### config.mk
export PLATFORM = sky130hd
export DESIGN_NAME = tvn_perm_lookup
export DESIGN_NICKNAME = d
export VERILOG_FILES = /design/src/sv/tvn_pkg.sv /design/src/sv/tvn_perm_lookup.sv
export SDC_FILE = /design/constraint.sdc
export NUM_CORES = 2
export LEC_CHECK = 0
export ABC_CLOCK_PERIOD_IN_PS = 4200
export BUFFER_PORTS_ARGS = -buffer_cell sky130_fd_sc_hd__buf_4
export CORE_AREA = 4 4 492 494
export CTS_CLUSTER_DIAMETER = 30
export DETAILED_ROUTE_END_ITERATION = 10
export DIE_AREA = 0 0 496 498
export GPL_ROUTABILITY_DRIVEN = 0
export GPL_TIMING_DRIVEN = 0
export PLACE_DENSITY_LB_ADDON = 0.12
export REMOVE_ABC_BUFFERS = 1
export SETUP_SLACK_MARGIN = 0.2
export SLEW_MARGIN = 20
export SYNTH_ARGS = -nofsm -noshare
export SYNTH_HDL_FRONTEND = slang
export SYNTH_SLANG_ARGS = --single-unit
### constraint.sdc
create_clock -name clock -period 4.2 [get_ports clock]
set_input_delay 0.84 -clock clock [delete_from_list [all_inputs] [get_ports clock]]
set_output_delay 0.84 -clock clock [all_outputs]
set_load 0.02 [all_outputs]
### src/sv/tvn_pkg.sv
// Shared types, constants and the blend function for the trilinear value noise block.
// No dependencies.
package tvn_pkg;

   localparam int TableSize     = 256;
   localparam int IdxBits       = $clog2(TableSize);
   localparam int ValueBits     = 16;
   localparam int CoordFracBits = 16;
   localparam int CoordBits     = 32;
   localparam int FuncBits      = 3;

   localparam logic [FuncBits-1:0] FUNC_QUERY  = 3'd0;
   localparam logic [FuncBits-1:0] FUNC_VALUE  = 3'd1;
   localparam logic [FuncBits-1:0] FUNC_PERM_X = 3'd2;
   localparam logic [FuncBits-1:0] FUNC_PERM_Y = 3'd3;
   localparam logic [FuncBits-1:0] FUNC_PERM_Z = 3'd4;

   typedef struct packed {
      logic                 we;
      logic [IdxBits-1:0]   addr;
      logic [ValueBits-1:0] data;
   } tbl_wr_type;

   // a + floor((b - a) * f / 2^F), equal to (a*(2^F-f) + b*f) >> F
   function automatic logic [ValueBits-1:0] lerp(input logic [ValueBits-1:0] a,
                                                 input logic [ValueBits-1:0] b,
                                                 input logic [CoordFracBits-1:0] f);
      logic signed [ValueBits:0]                   d;
      logic signed [ValueBits+CoordFracBits+1:0]   p;
      logic        [ValueBits+CoordFracBits+1:0]   s;
      d = signed'({1'b0, b}) - signed'({1'b0, a});
      p = d * signed'({1'b0, f});
      s = unsigned'(p) + {2'b00, a, {CoordFracBits{1'b0}}};
      return s[ValueBits+CoordFracBits-1:CoordFracBits];
   endfunction

endpackage

### src/sv/tvn_perm_lookup.sv
// One permutation table: one write port, reads at a lattice index and its successor.
// Depends on tvn_pkg.
module tvn_perm_lookup
   import tvn_pkg::*;
(
   input  logic               clock,
   input  logic               en,
   input  tbl_wr_type         wr,
   input  logic [IdxBits-1:0] base,
   output logic [IdxBits-1:0] q0,
   output logic [IdxBits-1:0] q1
);

   logic [IdxBits-1:0] mem [TableSize];
   logic [IdxBits-1:0] q0_ff;
   logic [IdxBits-1:0] q1_ff;
   logic [IdxBits-1:0] next_idx;

   assign next_idx = base + IdxBits'(1);

   always_ff @(posedge clock) begin
      if (wr.we) begin
         mem[wr.addr] <= wr.data[IdxBits-1:0];
      end
      if (en) begin
         q0_ff <= mem[base];
         q1_ff <= mem[next_idx];
      end
   end

   assign q0 = q0_ff;
   assign q1 = q1_ff;

endmodule

# Word level (Yosys, flattened, before mapping)
# Memories as Yosys holds them, arrays and structs flattened. A register that Yosys moved wholly into a read port is not among the register bits.
# Cells that the tools add are included.
[totals]
wordCells = 4
ramBits = 2048
mem_count = 1
register_bits = 0
output_inout_bits = 16
in_bits = 35
[classes]
muxes = 2
n_addsub = 1
[memory_table]
columns = ["name", "words", "word_bits", "read_ports", "rd_ports_with_merged_regs", "wr", "line_no", "rtl"]
rows = [
  ["mem", 256, 8, 2, 2, 1, "tvn_perm_lookup.sv:14", "logic [IdxBits-1:0] mem [TableSize];"],
]
[ops]
columns = ["operator", "n"]
rows = [
  ["$add 8x1->8 const B", 1],
  ["$mux 1", 2],
]

# Longest topological paths before layout
[depth]
depth_word = 2
depth_mapped = 13
depth_no_buf = 8

# Least setup slack after synthesis
# No wires, ideal clock.
[synth_timing]
path_kind = "input -> register"
start = "input port base[0]"
end = "register q1_ff[5] (netlist: q1[5]) (read register of mem) (data pin)"
stages = 11
arrival_time_ps = 3019
required_time_ps = 3927
slack_ps = 908
path_buffers = 4
setup_ps = 273
cell_sequence = "ha_1 -> buf_4 -> buf_4 -> buf_2 -> buf_4 -> mux4_2 -> mux4_2 -> nand2_1 -> nand3_1 -> a32oi_1 -> o311ai_1"
[synth_via]
elab_chain_cells = 1
[synth_rtl]
columns = ["element", "line_no", "rtl"]
rows = [
  ["from (decl)", "tvn_perm_lookup.sv:9", "input logic [IdxBits-1:0] base,"],
  ["$add 8x1->8", "tvn_perm_lookup.sv:19", "assign next_idx = base + IdxBits'(1);"],
  ["to (decl)", "tvn_perm_lookup.sv:16", "logic [IdxBits-1:0] q1_ff;"],
]
# No other way between the ends.

# Final worst setup path
[layout_timing]
start = "input port base[4]"
end = "register q1_ff[7] (netlist: q1[7]) (read register of mem) (data pin)"
# The elaborated chain is that of the path after synthesis.

==> results.yml <==
clocking:
  clk_latency_ps: 1060
  cts_max_level: 5
  cts-root-buf: "clkbuf_16"
  cts.clk_slew.worst_paths_ps: 50
  ctsLongestPathBuffers: 4
  cts_tree: "yes"
  cts_buffers: 481
  cts.sinks: 2064
global_routing:
  antenna_found_initial: 13
  overflow: 0
  grt_pass1_vias: 55914
  grtUsageTotal_pct: 26.00
  grt_start_max_net_pins: 113
  grt_pass1_wl_mm: 449.4
yosys:
  synthFlopType: "edfxtp_1"
  yosysSeqAreaShare_pct: 63.94
  synthTopCellsByArea: "edfxtp_1, mux4_2, mux2i_1"
  syn_inst: 4857
  synth_edf_count: 2064
  syn_area_um2: 96940
  synth-seq-cells: 2064
  yosys.area.top_type_share_pct: 63.94
  syn_area_per_cell_um2: 19.96
  synth_cell_types: 59
  synth.largest_area_cell: "edfxtp_1"
  yosys_warnings: 0
  synthArstFlopShare_pct: 0
pwr:
  swShare_pct: 22.86
  net-switching-power_mw: 14.99
  clockPowerShare_pct: 56.8
  pwr-share-seq_pct: 34.9
  peakVddDrop_uv: 479.4
  leakagePower_nw: 39.10
  comb_power_share_pct: 8.4
  total_power_mw: 65.57
  p_int_mw: 50.59
  power-per-cell-area_nw_per_um2: 545.3
die:
  die-area_um2: 247000
  coreArea_um2: 237400
  die-height_um: 498
  start_util_pct: 40.83
  rows: 179
  die_w_um: 496
  num_io_pins: 51
worst_setup_path:
  crit_slowest_cell: "nand4_1"
  r2r-start: "mem[163][6]"
  r2r_slack_ps: 1030
  cp_cell_sequence: "buf_8, buf_16, nand2_1, nor2_1, xnor2_2, buf_6, buf_6, nor2_4, nand4_1, o311ai_2, o311a_1"
  required_ps: 5040
  cp-start-kind: "primary input"
  critPathKind: "primary input to flop"
  critPathMaxStageDelay_ps: 460
  worstSetupEndpointType: "flop"
  path_delay_family: "simple AND/OR/NAND/NOR gates"
  cp_max_fo: 72
  path_buf_inv: 4
  crit_path_frequent_cell: "buf_6"
  reg2reg_depth: 7
  arrival_ps: 4950
  reg2reg_to: "q0[6]"
hold_path:
  min_path_cells: 1
  hold_class: "primary input to flop"
  min_from: "wr[6]"
  hold_end: "mem[160][6]"
timing:
  fmax_mhz: 243.5
  relSlewSlack_pct: 20.55
  hold_viol: 0
  finalCriticalPeriod_ps: 4107
  period_share_pct: 97.78
  setup_tns_ps: 0
  skew_ps: 79.81
  finalSetupViolCount: 0
  rsz0062_at_grt: "yes"
  worstMarginPinSlew_ps: 1187
  whs_ps: 239.8
  slew_violations: 0
routing:
  vias: 55012
  vias_per_cell: 6.285
  detail_route.wl_per_cell_um: 36.92
  routed_wl_mm: 323.2
  drtAntennaViolNets: 0
  drc: 0
  initialDrtViolationCount: 5982
  drt_first_pass_iters: 5
finish:
  layout-drive-gt1-share_pct: 38.91
  layout_common_cells: "edfxtp_1, mux4_2, clkbuf_16"
  layout_commonest_cell: "edfxtp_1"
  nets: 5223
  areaGrowthSynthToFinish_pct: 24.06
  nFillCells: 18951
placement:
  io_buffers: 42
  dp_hpwl_mm: 202.9
run_status:
  outcome: "finished clean"
run:
  maxCapViolCount: 0
[metal layers]
metal  global-route usage, %  vias up  routed length, um
li1                        -    21835                  -
met1                   36.36    30020             132500
met2                   39.95     2613             151900
met3                   5.981      542              26290
met4                   9.697        2              12460
met5                       0        -                 13
[power by group through the flow]
stage                     Combinational (mW)  Clock, mW  Sequential [mW]
after floorplan                         3.30          0             23.2
after detailed placement                5.14          0             23.2
final                                   5.48       37.2             22.9
after CTS                               5.46       37.6             22.9
after global placement                  7.32          0             23.3
after global routing                    5.67       38.8             22.8
[cell type report]
type | instances | area [um^2] | area share, %
Sequential cell | 2064 | 61980 | 51.54
Timing Repair Buffer | 250 | 4898 | 4.073
Clock inverter | 331 | 3832 | 3.187
Tap cell | 3167 | 3963 | 3.295
Inverter | 2 | 15.01 | 0.01248
Clock buffer | 544 | 12380 | 10.29
Multi-Input combinational cell | 2388 | 33180 | 27.59
Antenna cell | 7 | 17.52 | 0.01457
[cells in the mapped netlist, types with 9 or more instances]
| cell type | count |
|---|---|
| mux4_2 | 1100 |
| nor3_1 | 39 |
| buf_1 | 11 |
| edfxtp_1 | 2064 |
| buf_6 | 23 |
| nand4_1 | 38 |
| a22oi_1 | 47 |
| nor2b_1 | 10 |
| a31oi_1 | 9 |
| a32oi_1 | 44 |
| nor2_1 | 289 |
| nand2_1 | 265 |
| buf_4 | 123 |
| nand3_1 | 78 |
| mux2i_1 | 269 |
| o22ai_1 | 49 |
| a21oi_1 | 56 |
| clkbuf_1 | 110 |
| buf_2 | 133 |
[flip-flops by register name, indices dropped and copies added (netlist names)]
register and count:
q0 8, mem 2048, q1 8
[stage by stage]
| step | cells | utilization [%] | instance area [um^2] | setup WS (ps) |
|---|---|---|---|---|
| finish | 8753 | 50.66 | 120300 | 93.19 |
| global route | 8751 | 50.65 | 120300 | 179.7 |
| CTS | 8739 | 50.60 | 120100 | 222.3 |
| detailed placement | 7815 | 43.21 | 102600 | -3401 |
| global placement | 7663 | 41.65 | 98890 | -37050 |
| floorplan | 4454 | - | 94610 | -11670 |
[how the worst max path moves through the flow]
| stage | startpoint | end | depth (start not counted) |
|---|---|---|---|
| floorplan | base[0] | q1[4] | 8 |
| global placement | base[0] | q1[3] | 9 |
| detailed placement | base[0] | q1[4] | 18 |
| CTS | base[4] | q1[0] | 13 |
| global route | base[0] | q1[3] | 14 |
| finish | base[4] | q1[7] | 11 |
[worst reg2reg max path: cells and delay by family, from the launching register on]
family | cells | cell delay, ps
mux | 2 | 980
compound gates | 3 | 960
simple gates | 2 | 460
flops | 1 | 380
[timing repair]
action,4_1_cts,5_1_grt
buffers inserted,21,5
hold endpoints to repair,0,0
cloned,28,2
pin swaps,7,2
endpoints found under the setup margin,16,9
gates resized for setup,45,8
hold buffers,0,0
[cells by family after synthesis]
group | synth area share (%)
xor gates and xnor gates | 0.1484
and+or+nand+nor | 3.170
DFF | 63.94
adders and majority gates | 0.01291
AOI/OAI and AO/OA | 1.953
buffers and inverters | 2.409
muxes | 28.37
Power figures use the tool's default switching activity.
